==> src/sv/bkv_pkg.sv <==
// ----------------------------------------------------------------------------
// bkv_pkg
// Shared types and constants of the bounded key-value store.
// ----------------------------------------------------------------------------
package bkv_pkg;

	localparam int ENTRIES_DEF    = 16;
	localparam int KEY_BITS_DEF   = 32;
	localparam int VALUE_BITS_DEF = 32;
	localparam int QUEUE_DEPTH    = 2;

	localparam logic [1:0] KIND_PUT    = 2'd0;
	localparam logic [1:0] KIND_GET    = 2'd1;
	localparam logic [1:0] KIND_REMOVE = 2'd2;
	localparam logic [1:0] KIND_NONE   = 2'd3;

	localparam logic       REG_POLICY   = 1'b0;
	localparam logic       REG_CAPACITY = 1'b1;
	localparam logic [4:0] CAPACITY_RESET = 5'd16;

	// Result of one operation as it leaves the back end.
	typedef struct packed {
		logic        hit;
		logic [31:0] read_value;
		logic        done_ok;
		logic        evicted;
		logic [31:0] evicted_key;
	} result_t;

endpackage

==> src/sv/bkv_front.sv <==
// ----------------------------------------------------------------------------
// bkv_front
// Accepts items, masks key and value and stores them with the kind in a short queue.
// ----------------------------------------------------------------------------
module bkv_front #(
	parameter int KEY_BITS   = bkv_pkg::KEY_BITS_DEF,
	parameter int VALUE_BITS = bkv_pkg::VALUE_BITS_DEF
) (
	input  logic                  clk,
	input  logic                  arst_n,
	input  logic                  push,
	output logic                  full,
	input  logic [1:0]            kind,
	input  logic [31:0]           key,
	input  logic [31:0]           value,
	output logic                  req_valid,
	input  logic                  req_take,
	output logic [1:0]            req_kind,
	output logic [KEY_BITS-1:0]   req_key,
	output logic [VALUE_BITS-1:0] req_value
);
	localparam int QD = bkv_pkg::QUEUE_DEPTH;

	logic [1:0]            kind_q  [QD];
	logic [KEY_BITS-1:0]   key_q   [QD];
	logic [VALUE_BITS-1:0] value_q [QD];
	logic                  wr_q, rd_q;
	logic [1:0]            count_q;
	logic                  do_push, do_pop;
	logic [63:0]           key_ext, value_ext;

	assign key_ext   = {32'd0, key};
	assign value_ext = {32'd0, value};
	assign full      = (count_q == 2'(QD));
	assign do_push   = push && !full;
	assign do_pop    = req_take && req_valid;
	assign req_valid = (count_q != 2'd0);
	assign req_kind  = kind_q[rd_q];
	assign req_key   = key_q[rd_q];
	assign req_value = value_q[rd_q];

	always_ff @(posedge clk) begin
		if (do_push) begin
			kind_q[wr_q]  <= kind;
			key_q[wr_q]   <= key_ext[KEY_BITS-1:0];
			value_q[wr_q] <= value_ext[VALUE_BITS-1:0];
		end
	end

	always_ff @(posedge clk or negedge arst_n) begin
		if (!arst_n) begin
			wr_q    <= 1'b0;
			rd_q    <= 1'b0;
			count_q <= 2'd0;
		end else begin
			if (do_push) wr_q <= !wr_q;
			if (do_pop) rd_q <= !rd_q;
			count_q <= count_q + 2'(do_push) - 2'(do_pop);
		end
	end

`ifndef ASSERT_OFF
	a_no_overflow: assert property (@(posedge clk) disable iff (!arst_n)
		count_q <= 2'(QD)) else $error("front queue overflow");
	a_count_track: assert property (@(posedge clk) disable iff (!arst_n)
		(do_push && !do_pop) |=> count_q == $past(count_q) + 2'd1)
		else $error("front count mismatch");
	a_pop_track: assert property (@(posedge clk) disable iff (!arst_n)
		(do_pop && !do_push) |=> count_q == $past(count_q) - 2'd1)
		else $error("front pop mismatch");
`endif

endmodule

==> src/sv/bkv_back.sv <==
// ----------------------------------------------------------------------------
// bkv_back
// Carries out operations on the associative table and holds one result.
// ----------------------------------------------------------------------------
module bkv_back #(
	parameter int ENTRIES    = bkv_pkg::ENTRIES_DEF,
	parameter int KEY_BITS   = bkv_pkg::KEY_BITS_DEF,
	parameter int VALUE_BITS = bkv_pkg::VALUE_BITS_DEF
) (
	input  logic                  clk,
	input  logic                  arst_n,
	input  logic                  policy,
	input  logic [4:0]            capacity,
	input  logic                  req_valid,
	output logic                  req_take,
	input  logic [1:0]            req_kind,
	input  logic [KEY_BITS-1:0]   req_key,
	input  logic [VALUE_BITS-1:0] req_value,
	output logic                  res_valid,
	input  logic                  res_take,
	output bkv_pkg::result_t      res
);
	localparam int IW = (ENTRIES > 1) ? $clog2(ENTRIES) : 1;
	localparam int CW = $clog2(ENTRIES + 1);

	typedef enum logic [2:0] {
		ST_IDLE   = 3'b001,
		ST_SEARCH = 3'b010,
		ST_APPLY  = 3'b100
	} state_t;

	state_t                st_q;
	logic [KEY_BITS-1:0]   keys_q   [ENTRIES];
	logic [VALUE_BITS-1:0] vals_q   [ENTRIES];
	logic [IW-1:0]         rank_q   [ENTRIES];
	logic [ENTRIES-1:0]    valid_q;
	logic [CW-1:0]         live_q;
	logic                  valid_res_q;

	// Search results, registered.
	logic [ENTRIES-1:0] match_q;
	logic               hit_q, old_any_q, free_any_q;
	logic [IW-1:0]      hidx_q, oidx_q, fidx_q;
	logic [IW-1:0]      hrank_q, orank_q;

	logic [ENTRIES-1:0] match_c, oldest_c;
	logic [IW-1:0]      hidx_c, oidx_c, fidx_c;
	logic               free_any_c;
	logic [CW-1:0]      cap_eff;

	always_comb begin
		match_c = '0;
		oldest_c = '0;
		hidx_c = '0;
		oidx_c = '0;
		fidx_c = '0;
		free_any_c = 1'b0;
		for (int i = ENTRIES - 1; i >= 0; i--) begin
			match_c[i]  = valid_q[i] && (keys_q[i] == req_key);
			oldest_c[i] = valid_q[i] && (rank_q[i] == '0);
			if (match_c[i]) hidx_c = IW'(i);
			if (oldest_c[i]) oidx_c = IW'(i);
			if (!valid_q[i]) begin
				fidx_c = IW'(i);
				free_any_c = 1'b1;
			end
		end
	end

	always_comb begin
		if (capacity == 5'd0) cap_eff = CW'(1);
		else if ({27'd0, capacity} > 32'(ENTRIES)) cap_eff = CW'(ENTRIES);
		else cap_eff = CW'(capacity);
	end

	logic is_put, need_evict, free_after, do_insert, do_newest, do_drop;
	logic [IW-1:0] ins_idx;
	logic [CW-1:0] live_mid;

	assign is_put     = (req_kind == bkv_pkg::KIND_PUT);
	assign need_evict = is_put && !hit_q && (live_q >= cap_eff) && old_any_q;
	// After an eviction the evicted slot is the lowest free one if below others.
	assign free_after = free_any_q || need_evict;
	assign ins_idx    = (need_evict && (!free_any_q || oidx_q < fidx_q)) ? oidx_q : fidx_q;
	assign do_insert  = is_put && !hit_q && free_after;
	assign do_newest  = policy && hit_q && (is_put || req_kind == bkv_pkg::KIND_GET);
	assign do_drop    = (req_kind == bkv_pkg::KIND_REMOVE) && hit_q;
	assign live_mid   = need_evict ? live_q - CW'(1) : live_q;

	assign req_take  = (st_q == ST_APPLY);
	assign res_valid = valid_res_q;

	always_ff @(posedge clk) begin
		if (st_q == ST_SEARCH) begin
			match_q    <= match_c;
			hit_q      <= |match_c;
			old_any_q  <= |oldest_c;
			free_any_q <= free_any_c;
			hidx_q     <= hidx_c;
			oidx_q     <= oidx_c;
			fidx_q     <= fidx_c;
			hrank_q    <= rank_q[hidx_c];
			orank_q    <= rank_q[oidx_c];
		end
		if (st_q == ST_APPLY) begin
			for (int j = 0; j < ENTRIES; j++) begin
				if (valid_q[j] && do_newest && IW'(j) != hidx_q && rank_q[j] > hrank_q)
					rank_q[j] <= rank_q[j] - IW'(1);
				if (valid_q[j] && do_drop && IW'(j) != hidx_q && rank_q[j] > hrank_q)
					rank_q[j] <= rank_q[j] - IW'(1);
				if (valid_q[j] && need_evict && IW'(j) != oidx_q && rank_q[j] > orank_q)
					rank_q[j] <= rank_q[j] - IW'(1);
			end
			if (do_newest) rank_q[hidx_q] <= IW'(live_q - CW'(1));
			if (is_put && hit_q) vals_q[hidx_q] <= req_value;
			if (do_insert) begin
				keys_q[ins_idx] <= req_key;
				vals_q[ins_idx] <= req_value;
				rank_q[ins_idx] <= IW'(live_mid);
			end
			res.hit         <= hit_q && (req_kind != bkv_pkg::KIND_NONE);
			res.done_ok     <= (is_put && (hit_q || do_insert)) || do_drop;
			res.evicted     <= need_evict;
			res.read_value  <= (req_kind == bkv_pkg::KIND_GET && hit_q) ?
				32'({{(64-VALUE_BITS){1'b0}}, vals_q[hidx_q]}) : 32'd0;
			res.evicted_key <= need_evict ?
				32'({{(64-KEY_BITS){1'b0}}, keys_q[oidx_q]}) : 32'd0;
		end
	end

	always_ff @(posedge clk or negedge arst_n) begin
		if (!arst_n) begin
			st_q        <= ST_IDLE;
			valid_q     <= '0;
			live_q      <= '0;
			valid_res_q <= 1'b0;
		end else begin
			if (res_take && valid_res_q) valid_res_q <= 1'b0;
			case (st_q)
				ST_IDLE: begin
					if (req_valid && (!valid_res_q || res_take)) st_q <= ST_SEARCH;
				end
				ST_SEARCH: st_q <= ST_APPLY;
				ST_APPLY: begin
					st_q <= ST_IDLE;
					valid_res_q <= 1'b1;
					// The evicted slot may be refilled by the same put.
					if (need_evict && !(do_insert && ins_idx == oidx_q))
						valid_q[oidx_q] <= 1'b0;
					if (do_drop) valid_q[hidx_q] <= 1'b0;
					if (do_insert) valid_q[ins_idx] <= 1'b1;
					live_q <= live_mid + CW'(do_insert) - CW'(do_drop);
				end
				default: st_q <= ST_IDLE;
			endcase
		end
	end

`ifndef ASSERT_OFF
	a_onehot: assert property (@(posedge clk) disable iff (!arst_n)
		$onehot(st_q)) else $error("state not one-hot");
	a_live_bound: assert property (@(posedge clk) disable iff (!arst_n)
		live_q <= CW'(ENTRIES)) else $error("live count out of range");
	a_live_match: assert property (@(posedge clk) disable iff (!arst_n)
		32'($countones(valid_q)) == 32'(live_q)) else $error("live count drift");
	a_hit_unique: assert property (@(posedge clk) disable iff (!arst_n)
		(st_q == ST_APPLY) |-> $onehot0(match_q)) else $error("duplicate key");
	a_no_res_overrun: assert property (@(posedge clk) disable iff (!arst_n)
		(st_q == ST_APPLY) |-> !valid_res_q)
		else $error("result overrun");
`endif

endmodule

==> src/sv/bounded_kv_store_lru_fifo.sv <==
// ----------------------------------------------------------------------------
// bounded_kv_store_lru_fifo
// Fully associative key-value store with FIFO or LRU replacement.
// ----------------------------------------------------------------------------
//  channel   | handshake        | payload
//  ----------+------------------+-------------------------------------------
//  request   | push / full      | kind, key, value
//  result    | pop / empty      | hit, read_value, done_ok, evicted,
//            |                  | evicted_key
//  config    | cfg_we           | cfg_index, cfg_data
//
// An item passes through the back-end steps of dispatch, associative search and
// apply in the single search-and-update engine, which takes no new item until
// the last is applied. A two-entry queue in front takes items while the back
// end works. The result register holds one item; the back end waits on it while
// it is still unread. Reset clears the valid bits, the live count and both queues; no sweep.
module bounded_kv_store_lru_fifo #(
	parameter int ENTRIES    = bkv_pkg::ENTRIES_DEF,
	parameter int KEY_BITS   = bkv_pkg::KEY_BITS_DEF,
	parameter int VALUE_BITS = bkv_pkg::VALUE_BITS_DEF
) (
	input  logic        clk,
	input  logic        arst_n,
	input  logic        push,
	output logic        full,
	input  logic [1:0]  kind,
	input  logic [31:0] key,
	input  logic [31:0] value,
	output logic        empty,
	input  logic        pop,
	output logic        hit,
	output logic [31:0] read_value,
	output logic        done_ok,
	output logic        evicted,
	output logic [31:0] evicted_key,
	input  logic        cfg_we,
	input  logic        cfg_index,
	input  logic [4:0]  cfg_data
);
	// Configuration registers; the user must write them only while the store is idle, as the block does not enforce it.
	logic       policy_q;
	logic [4:0] capacity_q;

	always_ff @(posedge clk or negedge arst_n) begin
		if (!arst_n) begin
			policy_q   <= 1'b0;
			capacity_q <= bkv_pkg::CAPACITY_RESET;
		end else if (cfg_we) begin
			if (cfg_index == bkv_pkg::REG_POLICY) policy_q <= cfg_data[0];
			else capacity_q <= cfg_data;
		end
	end

	logic                  req_valid, req_take, res_valid;
	logic [1:0]            req_kind;
	logic [KEY_BITS-1:0]   req_key;
	logic [VALUE_BITS-1:0] req_value;
	bkv_pkg::result_t      res;

	// The front end masks and queues items.
	bkv_front #(.KEY_BITS(KEY_BITS), .VALUE_BITS(VALUE_BITS)) u_front (
		.clk, .arst_n, .push, .full, .kind, .key, .value,
		.req_valid, .req_take, .req_kind, .req_key, .req_value
	);

	// The back end searches and updates the table.
	bkv_back #(.ENTRIES(ENTRIES), .KEY_BITS(KEY_BITS), .VALUE_BITS(VALUE_BITS)) u_back (
		.clk, .arst_n, .policy(policy_q), .capacity(capacity_q),
		.req_valid, .req_take, .req_kind, .req_key, .req_value,
		.res_valid, .res_take(pop), .res
	);

	assign empty       = !res_valid;
	assign hit         = res.hit;
	assign read_value  = res.read_value;
	assign done_ok     = res.done_ok;
	assign evicted     = res.evicted;
	assign evicted_key = res.evicted_key;

endmodule
==> config.mk <==
export PLATFORM = sky130hd
export DESIGN_NAME = bounded_kv_store_lru_fifo
export DESIGN_NICKNAME = d
export VERILOG_FILES = /design/src/sv/bkv_pkg.sv /design/src/sv/bkv_front.sv /design/src/sv/bkv_back.sv /design/src/sv/bounded_kv_store_lru_fifo.sv
export SDC_FILE = /design/constraint.sdc
export NUM_CORES = 2
export LEC_CHECK = 0
export BUFFER_PORTS_ARGS = -buffer_cell sky130_fd_sc_hd__buf_4
export CAP_MARGIN = 20
export CORE_MARGIN = 5
export CORE_UTILIZATION = 35
export CTS_BUF_LIST = sky130_fd_sc_hd__clkbuf_16
export DETAILED_ROUTE_END_ITERATION = 10
export GPL_TIMING_DRIVEN = 1
export PLACE_DENSITY = 0.61
export SYNTH_ARGS = -nofsm -noshare
export SYNTH_HDL_FRONTEND = slang
export SYNTH_SLANG_ARGS = --single-unit
==> constraint.sdc <==
create_clock -name clk -period 9.2 [get_ports clk]
set_input_delay 1.38 -clock clk [delete_from_list [all_inputs] [get_ports clk]]
set_output_delay 1.38 -clock clk [all_outputs]
set_load 0.02 [all_outputs]
# Yosys cells after proc, flatten, opt, wreduce, memory -nomap -nowiden

Memory sizes are Yosys's and may differ from the RTL's. A register that Yosys moved wholly into a read port is not among the register bits.
Index checks and enable logic that the tools add are counted.

Bitwise gates (word level): 38
$add $sub $neg: 21
Mux-type cells: 260
Magnitude comparators: 41
Reduce and logical (&&, ||, !) cells: 244
Equality and inequality tests: 55

Operators by type and width:

| operator              | count |
|---|---|
| $eq A32 B32 Y1        | 16 |
| $mux W4               | 76 |
| $logic_and A1 B1 Y1   | 197 |
| $mux W1               | 164 |
| $gt A4 B4 Y1          | 32 |
| $mux W16              | 5 |
| $logic_not A4 Y1      | 16 |
| $ne A4 B4 Y1 const A  | 16 |
| $sub A4 B1 Y4 const B | 16 |
| $and A16 B16 Y16      | 2 |
| $mux W32              | 1 |
| $ne A3 B4 Y1 const A  | 8 |
| $not A16 Y16          | 2 |
| $or A1 B1 Y1          | 32 |
| $reduce_or A16 Y1     | 2 |
| $reduce_or A32 Y1     | 1 |
| $ne A2 B4 Y1 const A  | 4 |
| $or A16 B16 Y16       | 1 |
| $lt A4 B5 Y1 const B  | 3 |
| $mux W3               | 5 |
| $mux W5               | 3 |
| $reduce_and A15 Y1    | 1 |
| $demux W1 S4          | 3 |
| $ge A4 B1 Y1 const B  | 3 |
| 30 further kinds      | 50 |

Memory bits (writable): 1220
Memories kept: 6
Logic and storage cells: 686
Input bits: 77
Register bits: 53
Output and inout port bits: 69

Memories:

| memory          | words | bits a word | rd ports | clocked after memory_dff | write ports | RTL line        | text |
|---|---|---|---|---|---|---|---|
| u_back.keys_q   | 16    | 32          | 17       | 1                        | 1           | bkv_back.sv:33  | `logic [KEY_BITS-1:0] keys_q [ENTRIES];` |
| u_back.vals_q   | 16    | 32          | 1        | 1                        | 1           | bkv_back.sv:34  | `logic [VALUE_BITS-1:0] vals_q [ENTRIES];` |
| u_back.rank_q   | 16    | 4           | 18       | 2                        | 17          | bkv_back.sv:35  | `logic [IW-1:0] rank_q [ENTRIES];` |
| u_front.key_q   | 2     | 32          | 1        | 0                        | 1           | bkv_front.sv:25 | `logic [KEY_BITS-1:0] key_q [QD];` |
| u_front.value_q | 2     | 32          | 1        | 0                        | 1           | bkv_front.sv:26 | `logic [VALUE_BITS-1:0] value_q [QD];` |
| u_front.kind_q  | 2     | 2           | 1        | 0                        | 1           | bkv_front.sv:24 | `logic [1:0] kind_q [QD];` |

# Depth between registers and ports, before layout

Word-level depth: 19
Depth in mapped cells: 23
Gate-level depth less buffers: 23

# Modules after synthesis

Synthesis repeated with hierarchy kept, for this count alone.

Cells, all modules: 4075
Area total of the unflattened synthesis: 65048.6 sq um

Modules (own cells, without submodules):

| module                    | area an instance (sq um) | seq. area each (sq um) | cells each | instances |
|---|---|---|---|---|
| bkv_back                  | 59718.5                  | 36000.8                | 3837       | 1 |
| bkv_front                 | 5076.1                   | 4063.9                 | 223        | 1 |
| bounded_kv_store_lru_fifo | 254.0                    | 151.4                  | 15         | 1 |

# Worst setup path after synthesis

OpenSTA, ideal clock, no wires.

Path type: in2reg
Start point: input push
End point: memory u_front.key_q[0][0] (netlist bit) (enable)
Buffers on the path: 0
Library setup time: 0.490 ns
Path slack: 4.483 ns
Data required time: 8.710 ns
Stages: 2
Arrival: 4.227 ns
Cells stage by stage: nand2_1 -> nor2_1

Longest elaborated chain between the ends: 3

RTL lines:

| item                          | RTL line                        | text |
|---|---|---|
| from (decl)                   | bounded_kv_store_lru_fifo.sv:24 | `input logic push,` |
| $logic_and A1 B1 Y1           | bkv_front.sv:35                 | `assign do_push = push && !full;` |
| $mux W1                       | bkv_front.sv:43                 | `if (do_push) begin` |
| $mux W1 (not written as such) | bkv_front.sv:45                 | `key_q[wr_q] <= key_ext[KEY_BITS-1:0];` |
| to (decl)                     | bkv_front.sv:25                 |  |

No other way between the ends.

# Worst setup path in the final report

Start point: register u_front.rd_q
End point: register u_back.hrank_q[3], read port of u_back.rank_q (data pin)

Longest elaborated chain between the ends: 19
Elaborated cells on any way between the ends: 49
Classes of those cells: eq/ne (16); mux (16); reduce/logical (16); memory (1)

RTL lines:

| item                   | RTL line        | text |
|---|---|---|
| from (decl)            | bkv_front.sv:27 | `logic wr_q, rd_q;` |
| from (signal assigned) | bkv_front.sv:57 | `if (do_pop) rd_q <= !rd_q;` |
| $mem_v2 Z2 W32 (*)     | --              |  |
| $eq A32 B32 Y1         | bkv_back.sv:59  | `match_c[i] = valid_q[i] && (keys_q[i] == req_key);` |
| $logic_and A1 B1 Y1    | bkv_back.sv:59  |  |
| $mux W4 (15 in series) | bkv_back.sv:61  | `if (match_c[i]) hidx_c = IW'(i);` |
| $mux W4 (*)            | bkv_back.sv:61  |  |
| to (decl)              | bkv_back.sv:44  | `logic [IW-1:0] hrank_q, orank_q;` |

Every way passes the cells marked *; elsewhere a longest branch is shown, timed or not.
A chain may end at the register's enable or synchronous reset.

==> qor_table.md <==
| Group | Quantity | Value |
|---|---|---|
| run status | Result of the run | completed |
| sta | Final worst path period need | 6.38 ns |
| sta | Post-route clock period utilization | 0.694 |
| grt | Vias in the first global route | 40100 |
| sta | Setup repair after global routing missed its margin | no |
| sta | Slew Limit Headroom | 0.208 |
| sta | Final worst hold slack | 0.481 ns |
| power and ir drop | IR drop worst, VDD | 0.155 mV |
| sta | Pin slew with the least headroom to its limit | 1.16 ns |
| logic synthesis | Synth Flop Type | sky130_fd_sc_hd__edfxtp_1 |
| detailed routing | Wire length after detailed routing | 235 mm |
| floorplan | Total die area | 196000 µm² |
| detailed routing | Pre-Repair DR Iteration Count | 8 |
| detailed routing | Mean routed wirelength per cell | 33.9 µm |
| worst hold path | Cell count of the worst hold path | 1 |
| logic synthesis | Cell types occupying the most area after synthesis | sky130_fd_sc_hd__edfxtp_1 (60%), sky130_fd_sc_hd__mux4_2 (11%), sky130_fd_sc_hd__xnor2_1 (7.3%) |
| floorplan | Number of top-level pins | 146 |
| sta | Least setup slack across all paths after layout | 2.82 ns |
| clocking | Clock-pin slew reported for the worst setup and hold paths after clock tree synthesis | 0.06 ns |
| logic synthesis | Area fraction of the dominant cell type after synthesis | 0.601 |
| logic synthesis | Share of flip-flops with an asynchronous set or reset after synthesis | 0.0260 |
| grt | Pin count of the biggest net entering global routing | 135 |
| grt | Total congestion overflow | 0 |
| logic synthesis | Post-synthesis area per instance | 16.0 µm² |
| final layout | Total non-filler cell area in the finished layout | 74800 µm² |
| sta | Maximum clock frequency | 157 MHz |
| clocking | Post-CTS Hold Fix Bufs | 0 |
| floorplan | Horiz. Die Dim | 442 µm |
| grt | Number of antenna violations at the first check in global routing | 16 |
| worst setup path | Setup crit start kind | flip-flop |
| final layout | P&R area growth vs syn | 14.3% |
| grt | Busiest layer in global routing | met2 |
| clocking | Clk buf depth | 3 |
| logic synthesis | Leading cell type by number of instances after synthesis | sky130_fd_sc_hd__edfxtp_1 |
| place | Area post-placement | 69900 µm² |
| floorplan | Count of standard-cell rows | 158 |
| logic synthesis | Commonest cells post-synth | sky130_fd_sc_hd__edfxtp_1 (1310), sky130_fd_sc_hd__xnor2_1 (546), sky130_fd_sc_hd__mux4_2 (320) |
| clocking | Clk root buf | sky130_fd_sc_hd__clkbuf_16 |
| clocking | TritonCTS clock tree | yes |
| clocking | TritonCTS buffer count | 144 |
| detailed routing | Residual antenna-violating net count after detailed routing | 0 |
| place | Port Buf Inserts | 145 |
| logic synthesis | Count of flip-flops with a built-in enable after synthesis | 1310 |
| place | Global placer's final weighted congestion | 1.03 |
| worst setup path | Endpoint class of the critical path | flip-flop |
| power and ir drop | Overall power | 19.1 mW |
| logic synthesis | Sequential area share after synthesis | 0.615 |
| worst setup path | Register-to-Register Path Depth | 13 |
| floorplan | Initial cell density of the core | 0.353 |
| grt | Gr usage total | 0.232 |
| sta | Setup TNS after final layout | 0 ns |
| place | Pre-CTS setup slack | 2.98 ns |
| floorplan | Placeable Area | 186000 µm² |
| clocking | H-tree depth | 4 |
| place | HPWL after detailed placement | 167 mm |
| logic synthesis | Post-Synthesis Net Count | 4348 |
| grt | Global routing usage on met1 | 0.306 |
| detailed routing | DRC violation count after routing | 0 |
| clocking | Number of buffers inserted by post-CTS setup repair | 0 |
| sta | Number of max-slew violations in the final report | 0 |
| clocking | Post_cts resized | 0 |
| worst setup path | Setup Crit Path Kind | flip-flop to flip-flop |
| logic synthesis | Largest area contributor in the synthesized netlist | sky130_fd_sc_hd__edfxtp_1 |
| worst setup path | Max FO, Critical Path | 18 |
| clocking | Total number of clock tree sinks | 1345 |
| worst hold path | HP Class | flip-flop to flip-flop |
| worst setup path | Data arrival time of the critical path | 6.93 ns |
| logic synthesis | Synth Warn # | 0 |
| floorplan | Vertical die dimension | 442 µm |
| clocking | Clock latency of the later-clocked register in the worst-skew pair | 0.82 ns |
| logic synthesis | Post-Synthesis Cell Area | 65400 µm² |
| grt | Wire length of the first global-routing pass | 322 mm |
| worst setup path | Critical path data required time | 9.75 ns |
| detailed routing | Via count | 40800 |
| detailed routing | Drt first-iter violations | 4608 |
| logic synthesis | Synth Instances | 4094 |
| logic synthesis | Count of different cell masters after synthesis | 88 |
| power and ir drop | Pwr/cell area | 256 nW/µm² |
| grt | Grt met3 use | 0.0437 |
| sta | Clock tree skew after final layout | 0.0462 ns |
| sta | Count of final setup violators | 0 |
| final layout | Count of filler cells inserted in the layout | 16800 |
| final layout | Fraction of final layout cells sized beyond drive strength 1 | 0.211 |
| sta | Hold Fails Final Rpt | 0 |
| logic synthesis | Number of flip-flops and latches in the synthesized netlist | 1345 |
| detailed routing | Post-detailed-route via-to-cell ratio | 5.90 |
| flow run | MaxCap Viol Count | 0 |
| grt | Met2 track demand over resource in global routing | 0.370 |
| final layout | Final #Nets | 4571 |
| power and ir drop | Static power due to leakage | 23.8 nW |
[state kept, by name, summed over array words and instances (netlist names), 5 cells and up]
| register | count |
|---|---|
| u_front.key_q | 64 |
| u_back.res | 67 |
| u_back.keys_q | 512 |
| u_front.value_q | 64 |
| capacity_q | 5 |
| u_back.live_q | 5 |
| u_back.valid_q | 16 |
| u_back.rank_q | 64 |
| u_back.vals_q | 512 |
[area by class of cell]
class / count / area, µm² / share of cell area
Antenna cell: 9 / 22.5 / 0.000301
Clock buffer: 145 / 3630 / 0.0485
Clock inverter: 115 / 1110 / 0.0149
Inverter: 117 / 447 / 0.00597
Multi-Input combinational cell: 2462 / 24300 / 0.324
Sequential cell: 1345 / 40200 / 0.538
Tap cell: 2480 / 3100 / 0.0415
Timing Repair Buffer: 247 / 1990 / 0.0266
[power by group]
part | leakage [nW] | total, mW | internal (mW) | switching [mW]
logic | 9.05 | 5.64 | 1.73 | 3.91
registers | 12.3 | 7.68 | 7.50 | 0.186
clock network | 2.40 | 5.79 | 3.22 | 2.56
[per-layer routing]
metal	part of all wire	up-vias	wire [µm]
met5	0.00011	-	27
met4	0.058	4	13700
met3	0.083	498	19500
met2	0.47	2239	109000
met1	0.39	21300	92200
li1	-	16800	-
[layout by cell type, fill, tap and decap left out, types with 96 or more instances in the layout]
cell	n
sky130_fd_sc_hd__buf_4	238
sky130_fd_sc_hd__ha_1	176
sky130_fd_sc_hd__inv_1	146
sky130_fd_sc_hd__mux4_2	320
sky130_fd_sc_hd__edfxtp_1	1310
sky130_fd_sc_hd__nand4_1	102
sky130_fd_sc_hd__nor4_1	219
sky130_fd_sc_hd__mux2i_1	96
sky130_fd_sc_hd__nand2_1	116
sky130_fd_sc_hd__xnor2_1	544
sky130_fd_sc_hd__clkbuf_16	145
[critical path, cell delays in order (launching register included)]
cell	delay (ns)
sky130_fd_sc_hd__dfrtp_4	0.83
sky130_fd_sc_hd__buf_4	0.52
sky130_fd_sc_hd__mux2i_4	0.97
sky130_fd_sc_hd__xnor2_1	0.24
sky130_fd_sc_hd__nor4_1	0.35
sky130_fd_sc_hd__nand4_1	0.15
sky130_fd_sc_hd__nor3_1	0.57
sky130_fd_sc_hd__a211oi_2	0.20
sky130_fd_sc_hd__o311ai_4	0.80
sky130_fd_sc_hd__nand3_4	0.37
sky130_fd_sc_hd__inv_4	0.32
sky130_fd_sc_hd__mux2_2	0.38
sky130_fd_sc_hd__o2111ai_1	0.20
sky130_fd_sc_hd__nor2_1	0.06
[worst paths after layout]
check                                       from  slack, ns                end
worst max-delay path                u_front.rd_q       2.82  u_back.hrank_q[3]
worst min-delay path            u_back.live_q[4]       0.48   u_back.live_q[4]
worst max register to register      u_front.rd_q       2.82  u_back.hrank_q[3]
worst min register to register  u_back.live_q[4]       0.48   u_back.live_q[4]
max in group asynchronous                 arst_n       8.23       u_front.rd_q
min in group asynchronous                 arst_n       0.54           policy_q
[metrics by stage]
step,cells,util
2_1_floorplan,4094,-
3_3_place_gp,6645,0.376
3_5_place_dp,6648,0.377
4_1_cts,6908,0.402
5_1_grt,6912,0.403
6_report,6920,0.403
[cell families after synthesis]
family,count (synthesis),share of synthesized area
flops,1345,0.615
fa+ha+maj,177,0.0340
xor+xnor,562,0.0752
mux,500,0.144
buf+inv,287,0.0205
compound gates,306,0.0330
simple gates,917,0.0792
No activity file was read; power rests on OpenSTA's default activity.
